$ cat config.mk
export PLATFORM = sky130hd
export DESIGN_NAME = lcg_uniform_gaussian_generator
export DESIGN_NICKNAME = d
export VERILOG_FILES = /design/src/lug_pkg.sv /design/src/lug_alu.sv /design/src/lcg_uniform_gaussian_generator.sv
export SDC_FILE = /design/constraint.sdc
export NUM_CORES = 1
export LEC_CHECK = 0
export BUFFER_PORTS_ARGS = -buffer_cell sky130_fd_sc_hd__buf_4
export CAP_MARGIN = 20
export CORE_MARGIN = 10
export CORE_UTILIZATION = 30
export CTS_BUF_LIST = sky130_fd_sc_hd__clkbuf_2 sky130_fd_sc_hd__clkbuf_4 sky130_fd_sc_hd__clkbuf_8
export DETAILED_ROUTE_END_ITERATION = 8
export SETUP_SLACK_MARGIN = 0.02
export SLEW_MARGIN = 20
export SYNTH_ARGS = -nofsm -noshare
export SYNTH_HDL_FRONTEND = slang
export SYNTH_SLANG_ARGS = --single-unit
$ cat constraint.sdc
create_clock -name clk_i -period 5.2 [get_ports clk_i]
set_clock_uncertainty 0.1 [all_clocks]
set_input_delay 1.04 -clock clk_i [delete_from_list [all_inputs] [get_ports clk_i]]
set_output_delay 1.04 -clock clk_i [all_outputs]
set_load 0.01 [all_outputs]
$ cat src/lug_pkg.sv
// ----------------------------------------------------------------------------
// lug_pkg
// Shared types, widths and constants of the LCG uniform/gaussian generator.
// ----------------------------------------------------------------------------
`timescale 1ns / 1ps

package lug_pkg;

  // Largest number of fractions summed for one gaussian sample.
  localparam int MAX_GROUP = 16;

  localparam int VAL_W  = 31;  // LCG state, multiplier, increment, modulus
  localparam int SMP_W  = 32;  // Q16.16 sample, offset, scale
  localparam int FRAC_W = 32;  // Q0.32 fraction
  localparam int GRP_W  = 5;
  localparam int MODE_W = 2;
  localparam int IDX_W  = 3;
  localparam int CFG_W  = 32;

  // Sum of up to MAX_GROUP fractions, and the signed deviation built from it.
  localparam int SUM_W  = FRAC_W + $clog2(MAX_GROUP);
  localparam int D_W    = (SUM_W + 1 > FRAC_W + 3) ? SUM_W + 1 : FRAC_W + 3;
  localparam int HI_W   = SMP_W + 1;
  localparam int ACC_W  = HI_W + D_W;
  localparam int PH_W   = ACC_W - FRAC_W;
  localparam int R_W    = PH_W + 1;
  localparam int LEFT_W = $clog2(MAX_GROUP + 1);

  // Step counts of the iterative unit.
  localparam int ALU_CNT_W = 6;
  localparam logic [ALU_CNT_W-1:0] MUL_STEPS  = ALU_CNT_W'(VAL_W);
  localparam logic [ALU_CNT_W-1:0] DIV_STEPS  = ALU_CNT_W'(2 * VAL_W + 1);
  localparam logic [ALU_CNT_W-1:0] FRAC_STEPS = ALU_CNT_W'(FRAC_W);
  localparam logic [ALU_CNT_W-1:0] SMUL_STEPS = ALU_CNT_W'(D_W);

  // Centering term of the gaussian sum: 3.0 in Q.32.
  localparam logic [D_W-1:0] GAUSS_BIAS = D_W'({2'd3, {FRAC_W{1'b0}}});

  // Saturation borders of the signed 32-bit sample.
  localparam logic signed [R_W-1:0] SAT_MAX = R_W'({1'b0, {(SMP_W-1){1'b1}}});
  localparam logic signed [R_W-1:0] SAT_MIN =
    {{(R_W-SMP_W+1){1'b1}}, {(SMP_W-1){1'b0}}};

  // Register reset values.
  localparam logic [MODE_W-1:0]       MODE_RST  = 2'd1;
  localparam logic [VAL_W-1:0]        MULT_RST  = 31'd12312331;
  localparam logic [VAL_W-1:0]        INCR_RST  = 31'd111;
  localparam logic [VAL_W-1:0]        MOD_RST   = 31'h7FFF_FFFF;
  localparam logic [VAL_W-1:0]        SEED_RST  = 31'd13;
  localparam logic [GRP_W-1:0]        GRP_RST   = 5'd6;
  localparam logic signed [SMP_W-1:0] OFFS_RST  = 32'sd0;
  localparam logic signed [SMP_W-1:0] SCALE_RST = 32'sd65536;

  typedef enum logic [MODE_W-1:0] {
    MODE_RAW     = 2'd0,
    MODE_UNIFORM = 2'd1,
    MODE_GAUSS   = 2'd2
  } mode_e;

  typedef enum logic [IDX_W-1:0] {
    REG_MODE   = 3'd0,
    REG_MULT   = 3'd1,
    REG_INCR   = 3'd2,
    REG_MOD    = 3'd3,
    REG_SEED   = 3'd4,
    REG_GROUP  = 3'd5,
    REG_OFFSET = 3'd6,
    REG_SCALE  = 3'd7
  } cfg_idx_e;

  typedef enum logic [1:0] {
    OP_ADV,    // x' = (a*x + c) mod m
    OP_FRAC,   // floor(x * 2^32 / m)
    OP_SCALE   // floor(scale * d / 2^32)
  } alu_op_e;

  typedef enum logic [2:0] {
    AP_IDLE,
    AP_MUL,
    AP_ADDC,
    AP_DIV,
    AP_SMUL
  } alu_phase_e;

  typedef enum logic [2:0] {
    ST_IDLE,
    ST_ADV,
    ST_FRAC,
    ST_SCALE,
    ST_DONE
  } seq_state_e;

  typedef struct packed {
    logic                    start;
    alu_op_e                 op;
    logic [VAL_W-1:0]        x;
    logic signed [D_W-1:0]   d;
  } alu_req_t;

  typedef struct packed {
    logic                    done;
    logic                    busy;
    logic [VAL_W-1:0]        rem;
    logic [FRAC_W-1:0]       quo;
    logic signed [PH_W-1:0]  prod;
  } alu_rsp_t;

endpackage

$ cat src/lug_alu.sv
// ----------------------------------------------------------------------------
// lug_alu
// Iterative shift/add unit: LCG step, fraction division and scaling multiply.
// ----------------------------------------------------------------------------
`timescale 1ns / 1ps

module lug_alu (
  input  logic                          clk_i,
  input  logic                          rst_ni,
  input  lug_pkg::alu_req_t             req_i,
  input  logic [lug_pkg::VAL_W-1:0]     mult_i,
  input  logic [lug_pkg::VAL_W-1:0]     incr_i,
  input  logic [lug_pkg::VAL_W-1:0]     modulus_i,
  input  logic signed [lug_pkg::SMP_W-1:0] scale_i,
  output lug_pkg::alu_rsp_t             rsp_o
);
  import lug_pkg::*;

  localparam int DIVD_W = 2 * VAL_W + 1;

  alu_phase_e             phase_q, phase_d;
  logic [ALU_CNT_W-1:0]   cnt_q, cnt_d;
  logic                   done_q, done_d;
  logic                   last;

  logic [ACC_W-1:0]       acc_q;
  logic [VAL_W-1:0]       rem_q;

  logic [VAL_W+1:0]       mul_sum;
  logic [DIVD_W-1:0]      addc_sum;
  logic [VAL_W:0]         rem_sh;
  logic [VAL_W:0]         rem_diff;
  logic                   ge;
  logic [VAL_W-1:0]       rem_nx;
  logic signed [HI_W:0]   hi_ext;
  logic signed [HI_W:0]   s_ext;
  logic signed [HI_W:0]   smul_sum;

  assign last = (cnt_q == ALU_CNT_W'(1));

  // Next phase
  always_comb begin
    phase_d = phase_q;
    unique case (phase_q)
      AP_IDLE: begin
        if (req_i.start) begin
          unique case (req_i.op)
            OP_ADV:   phase_d = AP_MUL;
            OP_FRAC:  phase_d = AP_DIV;
            OP_SCALE: phase_d = AP_SMUL;
          endcase
        end
      end
      AP_MUL:  if (last) phase_d = AP_ADDC;
      AP_ADDC: phase_d = AP_DIV;
      AP_DIV:  if (last) phase_d = AP_IDLE;
      AP_SMUL: if (last) phase_d = AP_IDLE;
    endcase
  end

  // Step counter and completion
  always_comb begin
    cnt_d  = cnt_q;
    done_d = 1'b0;
    unique case (phase_q)
      AP_IDLE: begin
        if (req_i.start) begin
          unique case (req_i.op)
            OP_ADV:   cnt_d = MUL_STEPS;
            OP_FRAC:  cnt_d = FRAC_STEPS;
            OP_SCALE: cnt_d = SMUL_STEPS;
          endcase
        end
      end
      AP_ADDC: cnt_d = DIV_STEPS;
      AP_MUL:  cnt_d = cnt_q - ALU_CNT_W'(1);
      AP_DIV, AP_SMUL: begin
        cnt_d  = cnt_q - ALU_CNT_W'(1);
        done_d = last;
      end
    endcase
  end

  always_ff @(posedge clk_i or negedge rst_ni) begin
    if (!rst_ni) begin
      phase_q <= AP_IDLE;
      cnt_q   <= '0;
      done_q  <= 1'b0;
    end else begin
      phase_q <= phase_d;
      cnt_q   <= cnt_d;
      done_q  <= done_d;
    end
  end

  // Datapath arithmetic
  always_comb begin
    mul_sum  = {1'b0, acc_q[DIVD_W-1:VAL_W]}
             + {2'b00, (acc_q[0] ? mult_i : {VAL_W{1'b0}})};
    addc_sum = acc_q[DIVD_W-1:0] + DIVD_W'(incr_i);
    rem_sh   = {rem_q, acc_q[DIVD_W-1]};
    rem_diff = rem_sh - {1'b0, modulus_i};
    ge       = (rem_sh >= {1'b0, modulus_i});
    rem_nx   = ge ? rem_diff[VAL_W-1:0] : rem_sh[VAL_W-1:0];
    hi_ext   = {acc_q[ACC_W-1], acc_q[ACC_W-1:D_W]};
    s_ext    = {{2{scale_i[SMP_W-1]}}, scale_i};
    if (!acc_q[0]) begin
      smul_sum = hi_ext;
    end else if (last) begin
      // sign bit of d carries negative weight
      smul_sum = hi_ext - s_ext;
    end else begin
      smul_sum = hi_ext + s_ext;
    end
  end

  always_ff @(posedge clk_i) begin
    unique case (phase_q)
      AP_IDLE: begin
        if (req_i.start) begin
          unique case (req_i.op)
            OP_ADV:   acc_q <= ACC_W'(req_i.x);
            OP_FRAC: begin
              acc_q <= '0;
              rem_q <= req_i.x;
            end
            OP_SCALE: acc_q <= {{HI_W{1'b0}}, req_i.d};
          endcase
        end
      end
      AP_MUL:  acc_q <= ACC_W'({mul_sum, acc_q[VAL_W-1:1]});
      AP_ADDC: begin
        acc_q <= ACC_W'(addc_sum);
        rem_q <= '0;
      end
      AP_DIV: begin
        acc_q <= ACC_W'({acc_q[DIVD_W-2:0], ge});
        rem_q <= rem_nx;
      end
      AP_SMUL: acc_q <= {smul_sum, acc_q[D_W-1:1]};
    endcase
  end

  assign rsp_o.done = done_q;
  assign rsp_o.busy = (phase_q != AP_IDLE);
  assign rsp_o.rem  = rem_q;
  assign rsp_o.quo  = acc_q[FRAC_W-1:0];
  assign rsp_o.prod = acc_q[ACC_W-1:FRAC_W];

endmodule

$ cat src/lcg_uniform_gaussian_generator.sv
// ----------------------------------------------------------------------------
// lcg_uniform_gaussian_generator
// Streaming mixed LCG with raw, uniform Q16.16 and central-limit gaussian
// Q16.16 outputs.
//
// Each request advances the generator state x' = (a*x + c) mod m, reloading
// the seed first when restart is set, and returns one result: the first new
// state, the sample of the selected mode and a saturation flag. LCG steps,
// fractions and the scaling multiply run on one shared iterative unit, one bit
// per cycle: an LCG step is a shift-add multiply, one add of the increment and
// a restoring division, a fraction x*2^32/m is a division, and the final
// scale*d is a signed shift-add multiply. A raw-mode request runs one LCG
// step, a uniform one also a fraction and the scaling multiply, and a
// gaussian one an LCG step and a fraction for each of n fractions in its
// group (six by default), then the scaling multiply. The block takes one
// request at a time; the result sits in an output register, so the next
// request is taken while the previous result still waits downstream.
// Registers are written only while the block is idle and no request is
// offered; a modulus below two acts as two.
// ----------------------------------------------------------------------------
`timescale 1ns / 1ps

module lcg_uniform_gaussian_generator (
  input  logic                             clk_i,
  input  logic                             rst_ni,
  // request channel
  input  logic                             in_valid_i,
  output logic                             in_stall_o,
  input  logic                             restart_i,
  // result channel
  output logic                             out_valid_o,
  input  logic                             out_stall_i,
  output logic [lug_pkg::VAL_W-1:0]        raw_value_o,
  output logic signed [lug_pkg::SMP_W-1:0] sample_o,
  output logic                             saturated_o,
  // register write channel
  input  logic                             cfg_valid_i,
  output logic                             cfg_ready_o,
  input  logic [lug_pkg::IDX_W-1:0]        cfg_index_i,
  input  logic [lug_pkg::CFG_W-1:0]        cfg_data_i
);
  import lug_pkg::*;

  // Configuration registers
  logic [MODE_W-1:0]       mode_q;
  logic [VAL_W-1:0]        mult_q;
  logic [VAL_W-1:0]        incr_q;
  logic [VAL_W-1:0]        modulus_q;
  logic [VAL_W-1:0]        seed_q;
  logic [GRP_W-1:0]        group_q;
  logic signed [SMP_W-1:0] offset_q;
  logic signed [SMP_W-1:0] scale_q;

  // Sequencer state
  seq_state_e              state_q, state_d;
  logic [VAL_W-1:0]        x_q;        // generator state
  logic [LEFT_W-1:0]       left_q;     // fractions still to draw
  logic                    first_q;    // next step gives raw_value
  logic [SUM_W-1:0]        sum_q;

  // Pending result
  logic [VAL_W-1:0]        raw_q;
  logic signed [SMP_W-1:0] smp_q;
  logic                    sat_q;

  // Output register
  logic                    out_valid_q;
  logic [VAL_W-1:0]        out_raw_q;
  logic signed [SMP_W-1:0] out_smp_q;
  logic                    out_sat_q;

  alu_req_t                alu_req;
  alu_rsp_t                alu_rsp;

  logic                    in_accept;
  logic                    out_free;
  logic                    frac_mode;
  logic                    more;
  logic [VAL_W-1:0]        eff_mod;
  logic [LEFT_W-1:0]       n_init;
  logic [SUM_W-1:0]        sum_next;
  logic signed [D_W-1:0]   d_val;
  logic signed [R_W-1:0]   r_full;
  logic signed [SMP_W-1:0] r_sat;
  logic                    r_clip;

  assign in_stall_o  = (state_q != ST_IDLE);
  assign in_accept   = in_valid_i && (state_q == ST_IDLE);
  assign out_free    = !out_valid_q || !out_stall_i;
  // Hold off register writes while a request is offered, so a request never
  // starts in the same cycle its settings change.
  assign cfg_ready_o = (state_q == ST_IDLE) && !in_valid_i;

  assign frac_mode = (mode_q == MODE_UNIFORM) || (mode_q == MODE_GAUSS);
  assign more      = (mode_q == MODE_GAUSS) && (left_q > LEFT_W'(1));

  // Modulus below two acts as two.
  assign eff_mod = (modulus_q[VAL_W-1:1] == '0) ? VAL_W'(2) : modulus_q;

  // Clamp the group size to 1..MAX_GROUP.
  always_comb begin
    if (group_q == '0) begin
      n_init = LEFT_W'(1);
    end else if (int'(group_q) > MAX_GROUP) begin
      n_init = LEFT_W'(MAX_GROUP);
    end else begin
      n_init = LEFT_W'(group_q);
    end
  end

  // Deviation handed to the scaling multiply: the fraction sum, centered by
  // three in gaussian mode.
  assign sum_next = sum_q + SUM_W'(alu_rsp.quo);
  assign d_val    = $signed(D_W'(sum_next)
                  - ((mode_q == MODE_GAUSS) ? GAUSS_BIAS : {D_W{1'b0}}));

  // Add offset to the floored product, then saturate.
  always_comb begin
    r_full = R_W'($signed(offset_q)) + R_W'($signed(alu_rsp.prod));
    if (r_full > SAT_MAX) begin
      r_sat  = SAT_MAX[SMP_W-1:0];
      r_clip = 1'b1;
    end else if (r_full < SAT_MIN) begin
      r_sat  = SAT_MIN[SMP_W-1:0];
      r_clip = 1'b1;
    end else begin
      r_sat  = r_full[SMP_W-1:0];
      r_clip = 1'b0;
    end
  end

  // Register writes
  always_ff @(posedge clk_i or negedge rst_ni) begin
    if (!rst_ni) begin
      mode_q    <= MODE_RST;
      mult_q    <= MULT_RST;
      incr_q    <= INCR_RST;
      modulus_q <= MOD_RST;
      seed_q    <= SEED_RST;
      group_q   <= GRP_RST;
      offset_q  <= OFFS_RST;
      scale_q   <= SCALE_RST;
    end else if (cfg_valid_i && cfg_ready_o) begin
      unique case (cfg_idx_e'(cfg_index_i))
        REG_MODE:   mode_q    <= cfg_data_i[MODE_W-1:0];
        REG_MULT:   mult_q    <= cfg_data_i[VAL_W-1:0];
        REG_INCR:   incr_q    <= cfg_data_i[VAL_W-1:0];
        REG_MOD:    modulus_q <= cfg_data_i[VAL_W-1:0];
        REG_SEED:   seed_q    <= cfg_data_i[VAL_W-1:0];
        REG_GROUP:  group_q   <= cfg_data_i[GRP_W-1:0];
        REG_OFFSET: offset_q  <= $signed(cfg_data_i[SMP_W-1:0]);
        REG_SCALE:  scale_q   <= $signed(cfg_data_i[SMP_W-1:0]);
      endcase
    end
  end

  // Next state
  always_comb begin
    state_d = state_q;
    unique case (state_q)
      ST_IDLE:  if (in_accept) state_d = ST_ADV;
      ST_ADV:   if (alu_rsp.done) state_d = frac_mode ? ST_FRAC : ST_DONE;
      ST_FRAC:  if (alu_rsp.done) state_d = more ? ST_ADV : ST_SCALE;
      ST_SCALE: if (alu_rsp.done) state_d = ST_DONE;
      ST_DONE:  if (out_free) state_d = ST_IDLE;
    endcase
  end

  // Unit commands: chain the next operation in the cycle the previous ends.
  always_comb begin
    alu_req       = '0;
    alu_req.op    = OP_ADV;
    alu_req.x     = x_q;
    alu_req.d     = d_val;
    unique case (state_q)
      ST_IDLE: begin
        if (in_accept) begin
          alu_req.start = 1'b1;
          alu_req.op    = OP_ADV;
          alu_req.x     = restart_i ? seed_q : x_q;
        end
      end
      ST_ADV: begin
        if (alu_rsp.done && frac_mode) begin
          alu_req.start = 1'b1;
          alu_req.op    = OP_FRAC;
          alu_req.x     = alu_rsp.rem;
        end
      end
      ST_FRAC: begin
        if (alu_rsp.done) begin
          alu_req.start = 1'b1;
          alu_req.op    = more ? OP_ADV : OP_SCALE;
        end
      end
      ST_SCALE, ST_DONE: ;
    endcase
  end

  lug_alu u_alu (
    .clk_i     (clk_i),
    .rst_ni    (rst_ni),
    .req_i     (alu_req),
    .mult_i    (mult_q),
    .incr_i    (incr_q),
    .modulus_i (eff_mod),
    .scale_i   (scale_q),
    .rsp_o     (alu_rsp)
  );

  // Control state
  always_ff @(posedge clk_i or negedge rst_ni) begin
    if (!rst_ni) begin
      state_q     <= ST_IDLE;
      x_q         <= SEED_RST;
      left_q      <= '0;
      first_q     <= 1'b0;
      out_valid_q <= 1'b0;
    end else begin
      state_q <= state_d;
      if (in_accept) begin
        left_q  <= n_init;
        first_q <= 1'b1;
      end
      if (state_q == ST_ADV && alu_rsp.done) begin
        x_q     <= alu_rsp.rem;
        first_q <= 1'b0;
      end
      if (state_q == ST_FRAC && alu_rsp.done) begin
        left_q <= left_q - LEFT_W'(1);
      end
      // Load a finished result, or drop the valid once it is taken.
      if (state_q == ST_DONE && out_free) begin
        out_valid_q <= 1'b1;
      end else if (!out_stall_i) begin
        out_valid_q <= 1'b0;
      end
    end
  end

  // Result datapath
  always_ff @(posedge clk_i) begin
    if (in_accept) begin
      sum_q <= '0;
    end
    if (state_q == ST_ADV && alu_rsp.done && first_q) begin
      // Raw mode result; overwritten by the scaled sample in other modes.
      raw_q <= alu_rsp.rem;
      smp_q <= $signed(SMP_W'(alu_rsp.rem));
      sat_q <= 1'b0;
    end
    if (state_q == ST_FRAC && alu_rsp.done) begin
      sum_q <= sum_next;
    end
    if (state_q == ST_SCALE && alu_rsp.done) begin
      smp_q <= r_sat;
      sat_q <= r_clip;
    end
    if (state_q == ST_DONE && out_free) begin
      out_raw_q <= raw_q;
      out_smp_q <= smp_q;
      out_sat_q <= sat_q;
    end
  end

  assign out_valid_o = out_valid_q;
  assign raw_value_o = out_raw_q;
  assign sample_o    = out_smp_q;
  assign saturated_o = out_sat_q;

`ifndef NO_ASSERTIONS
  // A new result appears only out of the completion state.
  a_out_from_done: assert property (@(posedge clk_i) disable iff (!rst_ni)
    $rose(out_valid_o) |-> $past(state_q == ST_DONE))
    else $error("result presented outside completion");

  // The unit is never started while still iterating.
  a_start_idle: assert property (@(posedge clk_i) disable iff (!rst_ni)
    alu_req.start |-> !alu_rsp.busy)
    else $error("unit started while busy");

  // An accepted request always launches an LCG step.
  a_accept_adv: assert property (@(posedge clk_i) disable iff (!rst_ni)
    in_accept |=> (state_q == ST_ADV) && alu_rsp.busy)
    else $error("accepted request did not start an LCG step");

  // Drawing a fraction needs at least one left in the group.
  a_left_nonzero: assert property (@(posedge clk_i) disable iff (!rst_ni)
    (state_q == ST_FRAC) |-> (left_q != '0))
    else $error("fraction drawn with empty group count");
`endif

endmodule
==> run metrics <==
Finished Core Util=34.7%; slowest cell on the critical path=or4_4; Worst setup EP type=flop; Setup TNS Final=0 ps; DP HPWL=76700 um; RR Endpoint=u_alu.acc_q[68]; CP cell instances=or3_1 > or4_4 > nor3b_2 > buf_4 > inv_1 > or3_1 > o21ai_1 > xor2_1 > ha_1 > and3_1 > nand4_1 > nor2_1 > nor2_1 > o21a_1 > o31a_1 > o21ai_0 > o21ba_2 > a31o_2 > a21oi_1 > xor2_1 > o21ai_0; Compound-Gate Fraction of Synth Area=19.3%; Final Max Slew Viols=0; vias in the first global route=25400; Yosys Warn Count=0; vias=26000; area of placed instances=35100 sq um; CTS Buffer Depth=3; Syn Nets=3426; Relative slew margins=27.6%; # setup viols final=0; gr ovfl total=0; Inserted Clock Buffers=86; Final period util=93.4%; VDD IR max=188 uV; Pwr Density=255 nW/um^2; Max Fclk=0.206 GHz; Post-Layout Cell Count=4799; Overall Power=9.46 mW; Die Y=348 um; CTS tree=yes; Port Buffers=107; Final Cell Area=37100 sq um; drt first pass iters=6; largest net degree at the start of global routing=72; kind of critical path=flop to flop; initial antenna violation count=10; Crit path required time=5510 ps; WHS=202 ps; CP Capture Point=u_alu.acc_q[68]; Yosys reg bits=511; average cell area after synthesis=10.2 sq um; CTS Hold Buffers Added=0; delay-heaviest family, CP=simple AND/OR/NAND/NOR gates; IO Pins=108; Via-to-Cell Ratio=5.43; Worst Hold Class=input pin to asynchronous set/reset pin; CP startpoint=scale_q[2]; critical-path maximum fanout=5; CTS sink count=511; Tightest Pin Transition=1080 ps; Crit path largest cell delay=450 ps; R2R setup slack=340 ps; die width=348 um; Area Overhead vs Synth=14.8%; Seq/Total Area, Yosys=43.9%; Lkg Pwr=16.1 nW; reg2reg path depth=21; startpoint types=flop; final WL=104000 um; Post-synth ARST share=48.1%; Max Cap Viol=0; CP arrival=5170 ps; Setup WS post-layout=342 ps; RSZ-0062 raised after global routing=false; mapped cell area=32400 sq um; EDFF count, synth=265; Final GP Congestion=0.907; Die ar.=121000 sq um; Synth Instances=3170; clock-pin slew on the worst setup and hold paths=60 ps; antenna violation net count after detailed routing=0; Rows=120; share of post-route cells with drive strength above 1=19.4%; Synth Area in XOR/XNOR=6.31%; first-pass GRT wire length=157000 um; core region area=107000 sq um; Clock H-tree levels=3; post-synthesis adder-cell area fraction=8.47%; Tmin final=4860 ps; Buf/Inv on CP=2; gr usage total=16.6%; DP Worst Slack=24.0 ps; Synth Area in Simple Gates=11.4%; Clock Latency Late Sink=710 ps; Initial Util=30.2%; mux contribution to synthesized area=7.76%; Final Hold Vio Count=0; 1st-iter DRT viols=2539; run status=complete, no violations; post-synth cell types=81; Main synth FF type=edfxtp_1; largest family of logic cells by synthesized area=compound AO/OA/AOI/OAI gates; routed length per instance=21.6 um; Worst path depth=21; Root Buffer Master=clkbuf_8; number of remaining DRC errors=0; Total Nets Final=3574; Reg-to-Reg Start=scale_q[2]; Inst Count DP=4631
==> metal layers <==
layer	track usage, %	wire [um]	vias to the layer above
li1	-	-	12200
met1	22.1	45600	12800
met2	26.5	47100	931
met3	2.81	7510	165
met4	6.82	3680	8
met5	0	54	-
==> worst register-to-register path: stages (launching register included) <==
cell and delay, ps:
dfrtp_1 400, or3_1 420, or4_4 450, nor3b_2 180, buf_4 130, inv_1 40, or3_1 390, o21ai_1 170
xor2_1 160, ha_1 300, and3_1 210, nand4_1 130, nor2_1 60, nor2_1 80, o21a_1 130, o31a_1 170
o21ai_0 150, o21ba_2 250, a31o_2 230, a21oi_1 160, xor2_1 150, o21ai_0 80
==> sequential cells by signal (all words and copies together), names as in the netlist, 32 cells and up <==
signal,count
u_alu.acc_q,70
sample_o,32
offset_q,32
sum_q,36
smp_q,32
scale_q,32
==> cell usage in the layout, fill, tap and decap left out, drive strengths merged, types with 30 or more instances in the layout <==
cell type / synthesis / layout
buf: 26 / 193
a21oi: 262 / 262
nor3: 34 / 34
dfstp: 63 / 63
o21ai: 204 / 204
a22oi: 37 / 37
o211ai: 30 / 30
dfrtp: 183 / 183
nand2b: 35 / 35
nor2: 213 / 213
clkbuf: 107 / 136
a21o: 93 / 93
edfxtp: 265 / 265
xor2: 93 / 93
a222oi: 32 / 32
o31ai: 43 / 43
nand3: 49 / 49
inv: 100 / 102
and2: 43 / 43
ha: 208 / 208
mux2: 206 / 206
xnor2: 140 / 140
o21bai: 31 / 31
nand2: 281 / 281
==> report_power, final <==
part           switching (mW)  internal (mW)
clock                    1.73           2.28
combinational           0.635          0.413
sequential             0.0892           4.31
total                    2.45           7.00
==> worst min path at each step <==
stage | startpoint | to
finish | rst_ni | scale_q[29]
global route | rst_ni | scale_q[29]
CTS | rst_ni | scale_q[12]
detailed placement | raw_q[7] | raw_value_o[7]
global placement | smp_q[7] | sample_o[7]
floorplan | raw_q[0] | raw_value_o[0]
==> area by class of cell <==
class	instances	area, sq um
Clock buffer	136	1660
Antenna cell	5	12.5
Tap cell	1403	1760
Inverter	101	379
Sequential cell	511	14200
Fill cell	10800	69900
Timing Repair Buffer	193	1510
Multi-Input combinational cell	2425	17400
Clock inverter	25	254
==> kinds of logic after synthesis <==
family | after synthesis
compound gates | 958
xor+xnor | 233
fa+ha+maj | 215
simple gates | 794
flops | 511
buf+inv | 234
mux | 225
==> synthesized netlist by cell type (all sizes together), types with 19 or more instances <==
master,n,area [sq um]
o21bai,31,233
mux2,206,2320
a22oi,37,278
xor2,93,815
dfrtp,183,4580
and3,22,138
nand3,49,245
nor3,34,170
o31ai,43,323
mux2i,19,190
ha,208,2600
edfxtp,265,7960
nand2,281,1050
a211oi,22,170
and2,43,269
nor2b,28,175
xnor2,140,1230
nand4,28,175
dfstp,63,1660
o21ai,204,1020
a21o,93,698
nand2b,35,219
nor2,213,802
inv,100,375
a31oi,26,163
a222oi,32,320
o21a,28,210
o211ai,30,230
buf,26,133
o221ai,23,201
clkbuf,107,404
a22o,22,193
a21oi,262,1320
==> timing repair <==
item | 4_1_cts | 5_1_grt
setup buffers | 0 | 2
pin swaps | 0 | 5
gates resized for setup | 2 | 13
endpoints found under the setup margin | 1 | 12
cloned | 0 | 0
(Power assumes the default switching activity.)
